--- config.mk ---
export PLATFORM = sky130hd
export DESIGN_NAME = i2c_bus_recovery
export DESIGN_NICKNAME = d
export VERILOG_FILES = /design/src/rtl/ibr_pkg.sv /design/src/rtl/ibr_regs.sv /design/src/rtl/ibr_seq.sv /design/src/rtl/i2c_bus_recovery.sv
export SDC_FILE = /design/constraint.sdc
export NUM_CORES = 1
export LEC_CHECK = 0
export ABC_CLOCK_PERIOD_IN_PS = 7800
export BUFFER_PORTS_ARGS = -buffer_cell sky130_fd_sc_hd__buf_2
export CELL_PAD_IN_SITES_DETAIL_PLACEMENT = 0
export CELL_PAD_IN_SITES_GLOBAL_PLACEMENT = 2
export CORE_ASPECT_RATIO = 0.5
export CORE_MARGIN = 2
export CORE_UTILIZATION = 25
export CTS_BUF_LIST = sky130_fd_sc_hd__clkbuf_8
export DETAILED_ROUTE_END_ITERATION = 10
export GPL_ROUTABILITY_DRIVEN = 0
export GPL_TIMING_DRIVEN = 0
export PLACE_DENSITY_LB_ADDON = 0.1
export SLEW_MARGIN = 40
export SYNTH_ARGS = -nofsm -noshare
export SYNTH_HDL_FRONTEND = slang
export SYNTH_SLANG_ARGS = --single-unit
export TNS_END_PERCENT = 30
--- constraint.sdc ---
create_clock -name i_clk -period 7.8 [get_ports i_clk]
set_input_delay 0.39 -clock i_clk [delete_from_list [all_inputs] [get_ports i_clk]]
set_output_delay 0.39 -clock i_clk [all_outputs]
set_load 0.1 [all_outputs]
--- src/rtl/ibr_pkg.sv ---
// Package with the shared types, constants and helpers of the I2C bus recovery block.
`default_nettype none

package ibr_pkg;

    // Width of the phase timer and the saturation limit for loaded durations.
    localparam int TIMER_WIDTH = 24;
    localparam logic [32:0] TIMER_MAX = (33'd1 << TIMER_WIDTH) - 33'd1;

    // Register file layout.
    localparam int ADDR_WIDTH = 5;
    localparam int DATA_WIDTH = 32;

    localparam logic [23:0] SETTLE_RESET = 24'd2500000;
    localparam logic [9:0]  HALF_RESET   = 10'd10;
    localparam logic [23:0] POLL_RESET   = 24'd100000;
    localparam logic [7:0]  PLIM_RESET   = 8'd20;
    localparam logic [7:0]  PULSE_RESET  = 8'd20;

    typedef enum logic [2:0] {
        REG_SETTLE_TICKS = 3'd0,
        REG_HALF_TICKS   = 3'd1,
        REG_POLL_TICKS   = 3'd2,
        REG_POLL_LIMIT   = 3'd3,
        REG_PULSE_LIMIT  = 3'd4
    } t_reg_idx;

    typedef enum logic [3:0] {
        PH_IDLE      = 4'd0,
        PH_SETTLE    = 4'd1,
        PH_CLK_LOW   = 4'd2,
        PH_CLK_REL   = 4'd3,
        PH_STRETCH   = 4'd4,
        PH_START_LOW = 4'd5,
        PH_STOP_REL  = 4'd6
    } t_phase;

    typedef enum logic [1:0] {
        ST_OK          = 2'd0,
        ST_SCL_STUCK   = 2'd1,
        ST_STRETCH_TMO = 2'd2,
        ST_SDA_STUCK   = 2'd3
    } t_status;

    typedef struct packed {
        logic [23:0] settle_ticks;
        logic [9:0]  half_ticks;
        logic [23:0] poll_ticks;
        logic [7:0]  poll_limit;
        logic [7:0]  pulse_limit;
    } t_cfg;

    typedef struct packed {
        logic action;
        logic sda_level;
        logic scl_level;
    } t_in_item;

    typedef struct packed {
        logic       scl_drive_low;
        logic       sda_drive_low;
        logic       pullup_on;
        logic       busy_res;
        logic       done_res;
        logic [1:0] status;
    } t_out_item;

    // A phase of duration D counts down from D-1; zero acts as one, long values saturate.
    function automatic logic [TIMER_WIDTH-1:0] load_time(input logic [31:0] dur);
        logic [32:0] v;
        v = (dur == 32'd0) ? 33'd0 : ({1'b0, dur} - 33'd1);
        if (v > TIMER_MAX) begin
            v = TIMER_MAX;
        end
        return v[TIMER_WIDTH-1:0];
    endfunction

endpackage

`default_nettype wire

--- src/rtl/ibr_regs.sv ---
// Configuration register file with its APB-style access port.
`default_nettype none

module ibr_regs
    import ibr_pkg::*;
(
    input  wire logic                  i_clk,
    input  wire logic                  i_rst_n,
    input  wire logic                  psel,
    input  wire logic                  penable,
    input  wire logic                  pwrite,
    input  wire logic [ADDR_WIDTH-1:0] paddr,
    input  wire logic [DATA_WIDTH-1:0] pwdata,
    output logic      [DATA_WIDTH-1:0] prdata,
    output logic                       pready,
    output t_cfg                       o_cfg
);

    t_cfg     r_cfg;
    t_cfg     n_cfg;
    t_reg_idx w_idx;
    logic     w_wr;

    assign pready = 1'b1;
    assign w_idx  = t_reg_idx'(paddr[ADDR_WIDTH-1:2]);
    assign w_wr   = psel && penable && pwrite && pready;

    always_comb begin
        n_cfg = r_cfg;
        if (w_wr) begin
            case (w_idx)
                REG_SETTLE_TICKS: n_cfg.settle_ticks = pwdata[23:0];
                REG_HALF_TICKS:   n_cfg.half_ticks   = pwdata[9:0];
                REG_POLL_TICKS:   n_cfg.poll_ticks   = pwdata[23:0];
                REG_POLL_LIMIT:   n_cfg.poll_limit   = pwdata[7:0];
                REG_PULSE_LIMIT:  n_cfg.pulse_limit  = pwdata[7:0];
                default:          n_cfg = r_cfg;
            endcase
        end
    end

    always_ff @(posedge i_clk) begin
        if (!i_rst_n) begin
            r_cfg.settle_ticks <= SETTLE_RESET;
            r_cfg.half_ticks   <= HALF_RESET;
            r_cfg.poll_ticks   <= POLL_RESET;
            r_cfg.poll_limit   <= PLIM_RESET;
            r_cfg.pulse_limit  <= PULSE_RESET;
        end else begin
            r_cfg <= n_cfg;
        end
    end

    always_comb begin
        case (w_idx)
            REG_SETTLE_TICKS: prdata = {8'd0, r_cfg.settle_ticks};
            REG_HALF_TICKS:   prdata = {22'd0, r_cfg.half_ticks};
            REG_POLL_TICKS:   prdata = {8'd0, r_cfg.poll_ticks};
            REG_POLL_LIMIT:   prdata = {24'd0, r_cfg.poll_limit};
            REG_PULSE_LIMIT:  prdata = {24'd0, r_cfg.pulse_limit};
            default:          prdata = '0;
        endcase
    end

    assign o_cfg = r_cfg;

endmodule

`default_nettype wire

--- src/rtl/ibr_seq.sv ---
// Recovery sequencer: phase state, timer and counters, stepped once per accepted tick.
`default_nettype none

module ibr_seq
    import ibr_pkg::*;
(
    input  wire logic      i_clk,
    input  wire logic      i_rst_n,
    input  wire logic      i_step,
    input  t_in_item       i_item,
    input  t_cfg           i_cfg,
    output t_out_item      o_result
);

    t_phase                 r_phase,  n_phase;
    logic [TIMER_WIDTH-1:0] r_wait,   n_wait;
    logic [7:0]             r_pulses, n_pulses;
    logic [7:0]             r_polls,  n_polls;
    t_status                r_status, n_status;
    logic                   n_done;

    // Outcome of the SDA check shared by the settle, release and stretch phases.
    t_phase                 c_phase;
    logic [TIMER_WIDTH-1:0] c_wait;
    logic [7:0]             c_pulses;
    t_status                c_status;
    logic                   c_done;

    logic [TIMER_WIDTH-1:0] w_half_load;
    logic [TIMER_WIDTH-1:0] w_poll_load;
    logic [7:0]             w_polls_dec;

    assign w_half_load = load_time({22'd0, i_cfg.half_ticks});
    assign w_poll_load = load_time({8'd0, i_cfg.poll_ticks});
    assign w_polls_dec = (r_polls != 8'd0) ? (r_polls - 8'd1) : 8'd0;

    always_comb begin
        c_pulses = r_pulses;
        c_status = r_status;
        c_done   = 1'b0;
        if (!i_item.sda_level) begin
            if (r_pulses != 8'd0) begin
                c_pulses = r_pulses - 8'd1;
                c_phase  = PH_CLK_LOW;
                c_wait   = w_half_load;
            end else begin
                c_phase  = PH_IDLE;
                c_wait   = '0;
                c_status = ST_SDA_STUCK;
                c_done   = 1'b1;
            end
        end else begin
            c_phase = PH_START_LOW;
            c_wait  = w_half_load;
        end
    end

    // Next-state logic.
    always_comb begin
        n_phase  = r_phase;
        n_wait   = r_wait;
        n_pulses = r_pulses;
        n_polls  = r_polls;
        n_status = r_status;
        n_done   = 1'b0;
        if (r_phase == PH_IDLE) begin
            if (i_item.action) begin
                n_phase  = PH_SETTLE;
                n_wait   = load_time({8'd0, i_cfg.settle_ticks});
                n_pulses = i_cfg.pulse_limit;
                n_polls  = 8'd0;
            end
        end else if (r_wait != '0) begin
            n_wait = r_wait - TIMER_WIDTH'(1);
        end else begin
            case (r_phase)
                PH_SETTLE: begin
                    if (!i_item.scl_level) begin
                        n_phase  = PH_IDLE;
                        n_wait   = '0;
                        n_status = ST_SCL_STUCK;
                        n_done   = 1'b1;
                    end else begin
                        n_phase  = c_phase;
                        n_wait   = c_wait;
                        n_pulses = c_pulses;
                        n_status = c_status;
                        n_done   = c_done;
                    end
                end
                PH_CLK_LOW: begin
                    n_phase = PH_CLK_REL;
                    n_wait  = w_half_load;
                end
                PH_CLK_REL: begin
                    if (i_item.scl_level) begin
                        n_phase  = c_phase;
                        n_wait   = c_wait;
                        n_pulses = c_pulses;
                        n_status = c_status;
                        n_done   = c_done;
                    end else begin
                        n_polls = i_cfg.poll_limit;
                        if (i_cfg.poll_limit == 8'd0) begin
                            n_phase  = PH_IDLE;
                            n_wait   = '0;
                            n_status = ST_STRETCH_TMO;
                            n_done   = 1'b1;
                        end else begin
                            n_phase = PH_STRETCH;
                            n_wait  = w_poll_load;
                        end
                    end
                end
                PH_STRETCH: begin
                    n_polls = w_polls_dec;
                    if (i_item.scl_level) begin
                        n_phase  = c_phase;
                        n_wait   = c_wait;
                        n_pulses = c_pulses;
                        n_status = c_status;
                        n_done   = c_done;
                    end else if (w_polls_dec == 8'd0) begin
                        n_phase  = PH_IDLE;
                        n_wait   = '0;
                        n_status = ST_STRETCH_TMO;
                        n_done   = 1'b1;
                    end else begin
                        n_wait = w_poll_load;
                    end
                end
                PH_START_LOW: begin
                    n_phase = PH_STOP_REL;
                    n_wait  = w_half_load;
                end
                PH_STOP_REL: begin
                    n_phase  = PH_IDLE;
                    n_wait   = '0;
                    n_status = ST_OK;
                    n_done   = 1'b1;
                end
                default: begin
                    n_phase = PH_IDLE;
                    n_wait  = '0;
                end
            endcase
        end
    end

    // Output logic: the result reflects the state after this tick.
    always_comb begin
        o_result.scl_drive_low = (n_phase == PH_CLK_LOW);
        o_result.sda_drive_low = (n_phase == PH_START_LOW);
        o_result.pullup_on     = (n_phase != PH_IDLE);
        o_result.busy_res      = (n_phase != PH_IDLE);
        o_result.done_res      = n_done;
        o_result.status        = n_status;
    end

    always_ff @(posedge i_clk) begin
        if (!i_rst_n) begin
            r_phase  <= PH_IDLE;
            r_wait   <= '0;
            r_pulses <= 8'd0;
            r_polls  <= 8'd0;
            r_status <= ST_OK;
        end else if (i_step) begin
            r_phase  <= n_phase;
            r_wait   <= n_wait;
            r_pulses <= n_pulses;
            r_polls  <= n_polls;
            r_status <= n_status;
        end
    end

endmodule

`default_nettype wire

--- src/rtl/i2c_bus_recovery.sv ---
// Top level of the tick-driven I2C bus recovery sequencer.
// The sequencer state and result register advance together; a tick's result item is registered
// and appears in the cycle after accept. One tick item per clock unless the output stalls.
// Reset (synchronous, active low): sequencer idle, counters and status zero, no result pending,
// configuration registers back to their defaults. No clearing pass is needed.
`default_nettype none

module i2c_bus_recovery
    import ibr_pkg::*;
(
    input  wire logic                  i_clk,
    input  wire logic                  i_rst_n,

    // Tick items in.
    input  wire logic                  i_in_valid,
    output logic                       o_in_ready,
    input  t_in_item                   i_in_item,

    // Result items out.
    output logic                       o_out_valid,
    input  wire logic                  i_out_ready,
    output t_out_item                  o_out_item,

    // Configuration port.
    input  wire logic                  psel,
    input  wire logic                  penable,
    input  wire logic                  pwrite,
    input  wire logic [ADDR_WIDTH-1:0] paddr,
    input  wire logic [DATA_WIDTH-1:0] pwdata,
    output logic      [DATA_WIDTH-1:0] prdata,
    output logic                       pready
);

    t_cfg      w_cfg;
    t_out_item w_result;
    logic      w_accept;

    logic      r_out_valid;
    t_out_item r_out_item;

    // A new tick is taken whenever the output register is empty or is being drained in
    // the same cycle, so a waiting result never blocks the input side for more than the
    // consumer's own stall.
    assign o_in_ready = !r_out_valid || i_out_ready;
    assign w_accept   = i_in_valid && o_in_ready;

    ibr_regs u_regs (
        .i_clk   (i_clk),
        .i_rst_n (i_rst_n),
        .psel    (psel),
        .penable (penable),
        .pwrite  (pwrite),
        .paddr   (paddr),
        .pwdata  (pwdata),
        .prdata  (prdata),
        .pready  (pready),
        .o_cfg   (w_cfg)
    );

    // The sequencer computes the next state and the result for the offered tick; both
    // are committed only when the tick is accepted.
    ibr_seq u_seq (
        .i_clk    (i_clk),
        .i_rst_n  (i_rst_n),
        .i_step   (w_accept),
        .i_item   (i_in_item),
        .i_cfg    (w_cfg),
        .o_result (w_result)
    );

    // Result register. It loads on every accepted tick and otherwise holds until taken.
    always_ff @(posedge i_clk) begin
        if (!i_rst_n) begin
            r_out_valid <= 1'b0;
        end else if (w_accept) begin
            r_out_valid <= 1'b1;
        end else if (i_out_ready) begin
            r_out_valid <= 1'b0;
        end
    end

    always_ff @(posedge i_clk) begin
        if (w_accept) begin
            r_out_item <= w_result;
        end
    end

    assign o_out_valid = r_out_valid;
    assign o_out_item  = r_out_item;

endmodule

`default_nettype wire

==> metrics.md <==
| Metric | Value |
|---|---|
| CP startpoint | u_seq.r_wait[17]$_SDFFE_PN0P_ |
| Worst-path clk slew | 80 ps |
| Antenna Nets Post-Route | 0 |
| Yosys warns | 0 |
| Power per cell area | roughly 170 nW/um^2 |
| Max frequency | slightly below 300 MHz |
| Port bufs | 67 |
| EDFF count, synth | 6 |
| Initial core utilization | 0.254 |
| Cell area after layout | about 9800 um^2 |
| Crit path max fanout | 10 |
| DR vias/cell | 5.32 |
| Final Skew | ~18 ps |
| Outcome | finished, final reports clean |
| WL final | 38300 um |
| Top-count cell post-synth | nand2_1 |
| Area grow syn2layout | 16.2% |
| Tmin final | 3470 ps |
| Max_slew headroom | 0.423 |
| Final setup vio count | 0 |
| TritonCTS clock tree | done |
| Wire length of the first global-routing pass | 56400 um |
| # Post-CTS Setup Buffers | 0 |
| Synth Area per Inst | roughly 7.4 um^2 |
| TritonCTS Buffers | 17 |
| #FFs+latches synth | 127 |
| Tot GR Track Use | 0.216 |
| Diodes inserted | 0 |
| Leading area contributor after synthesis | dfxtp_1 |
| Final Cycle Share | 0.444 |
| Min-delay worst type | input port to flop |
| Post-synthesis sequential area ratio | 0.308 |
| CORE AREA | about 33000 um^2 |
| I/O pin count | between 80 and 90 |
| FFs w/ async S/R, synth | 0 |
| Worst VDD drop | around 0.11 mV |
| Die Footprint | 35300 um^2 |
| Hold path start | pwdata[21] |
| Total congestion overflow | 0 |
| H-Tree Depth | 4 |
| CP Data Required Time | 8200 ps |
| Worst setup EP type | flop |
| DP Area | 9410 um^2 |
| Post-Syn Area | ~8400 um^2 |
| Crit path DAT | between 3000 and 4000 ps |
| Post-synth top area share | 0.287 |
| Final Hold Viols | 0 |
| Nets | roughly 1300 |
| Synthesized instance count | about 1100 |
| Slew Viols, Final | 0 |
| Synth cell count leaders | nand2_1 (202), dfxtp_1 (121), a21oi_1 (97) |
| Starting DRT DRC Count | 620 |
| Critical path launch point type | flop |
| Clock sink count | about 130 |
| DIE WIDTH | 264 um |
| Leakage | roughly 3.6 nW |
| Antenna violations before repair | 0 |
| DR WL/cell | ~23 um |
| DR DRC count | 0 |
| Drt first pass iters | 7 |
| Reg2reg start | u_seq.r_wait[17]$_SDFFE_PN0P_ |
| Longest Clk Path Bufs | 2 |
| Number of core rows | between 40 and 50 |
| Post-DP HPWL | 29700 um |
| Vias in the first global route | around 8300 |
| CTS resizes | 0 |
| RSZ-0062 raised after global routing | false |
| TNS Setup | 0 ps |
| Distinct cells, synth | 76 |
| Pin count of the biggest net entering global routing | 17 |
| Ratio of cells with drive above 1 in the final layout | 0.120 |
| Clk_lat worst skew | 500 ps |
| Clock Tree Root | clkbuf_8 |
| Via count | about 9000 |
| Setup CP Type | flop to flop |
| Synth area leaders | dfxtp_1 (29%), nand2_1 (9.0%), a21oi_1 (5.8%) |
| Commonest register cell after synthesis | dfxtp_1 |
| Slew @ Worst Pin | 865 ps |
| Die height | 134 um |
| Post-CTS Hold Buffers | 0 |
| Maximum Capacitance Violations | 0 |
## through the flow
step	instances	utilization	total power [mW]	setup WS (ps)	hold WS (ps)
2_1_floorplan	1153	-	0.976	4660	449
3_3_place_gp	1661	0.282	1.10	3580	466
3_5_place_dp	1663	0.284	1.10	4380	470
4_1_cts	1695	0.295	1.67	4350	96.0
5_1_grt	1695	0.296	1.74	4280	108
6_report	1695	0.296	1.66	4330	122
## sequential cells by signal, summed over array words and instances, names as in the netlist
name / flops
u_regs.o_cfg: 74
u_seq.r_wait: 24
u_seq.r_polls: 8
u_seq.r_pulses: 8
o_out_item: 6
u_seq.r_phase: 4
u_seq.r_status: 2
o_out_valid: 1
## power by group
part | internal [mW] | switching (mW)
clock network | 0.263 | 0.310
registers | 0.674 | 0.0284
logic | 0.110 | 0.276
## layout by cell type, fill, tap and decap left out, types with 9 or more instances in the layout
cell type  Yosys  layout
nand2_1      202     202
dfxtp_1      121     121
a21oi_1       97      97
nor2_1        92      92
buf_2          5      73
clkbuf_1      67      62
o21ai_0       60      59
nor3_1        42      39
nand3_1       36      36
mux2i_1       31      31
xor2_1        31      31
inv_1         25      28
nor4_1        34      28
xnor2_1       25      25
or3_1         21      21
clkbuf_8       0      19
or4_1         18      18
a22o_1        15      15
a31oi_1       14      14
buf_4         10      11
a221o_1       10      10
nand4_1       10      10
a211oi_1      10      10
a22oi_1       10      10
ha_1          10      10
conb_1         2       9
## final timing paths
kind	end	slack [ps]	cells past startpoint
setup / recovery	u_seq.r_wait[17]$_SDFFE_PN0P_	4330	9
hold / removal	u_regs.o_cfg[71]$_SDFFE_PN1P_	120	3
setup reg to reg	u_seq.r_wait[17]$_SDFFE_PN0P_	4330	9
hold reg to reg	u_regs.o_cfg[73]$_SDFFE_PN0P_	480	2
## routing by layer
metal  wire length, um  GRT usage  vias to the layer above
li1                  -          -                     4344
met1             19400      0.320                     4376
met2             15800      0.314                      283
met3              2700     0.0545                       20
met4               365     0.0417                        0
met5                 0          0                        -
## kinds of logic (layout without fill, tap and decap cells)
group | count (synthesis) | after routing | share of synthesized area
other | 2 | 9 | 0.000890
buffers and inverters | 113 | 214 | 0.0572
XOR/XNOR | 56 | 56 | 0.0581
adder cells (fa/ha/maj) | 10 | 10 | 0.0148
AND/OR/NAND/NOR | 518 | 518 | 0.299
multiplexers | 32 | 32 | 0.0381
flip-flops | 127 | 127 | 0.308
AO/OA/AOI/OAI | 288 | 288 | 0.224
## area by class of cell
| cell class | count | area, um^2 |
|---|---|---|
| buffer | 88 | 395 |
| inverter | 25 | 93.8 |
| tap | 441 | 552 |
| clock buffer | 19 | 262 |
| clock inverter | 13 | 98.8 |
| timing repair buffer | 69 | 348 |
| fill | 3659 | 23400 |
| sequential | 127 | 2600 |
| multi-input combinational | 913 | 5450 |
## worst max-delay path: stages (launching register included)
cell      delay, ps
dfxtp_1         310
buf_6           130
or4_4           570
or3_1           380
buf_2           180
or4_4           520
a211oi_4        560
buf_6           220
o21ai_0         210
a31oi_1         300
(Power assumes the default switching activity.)
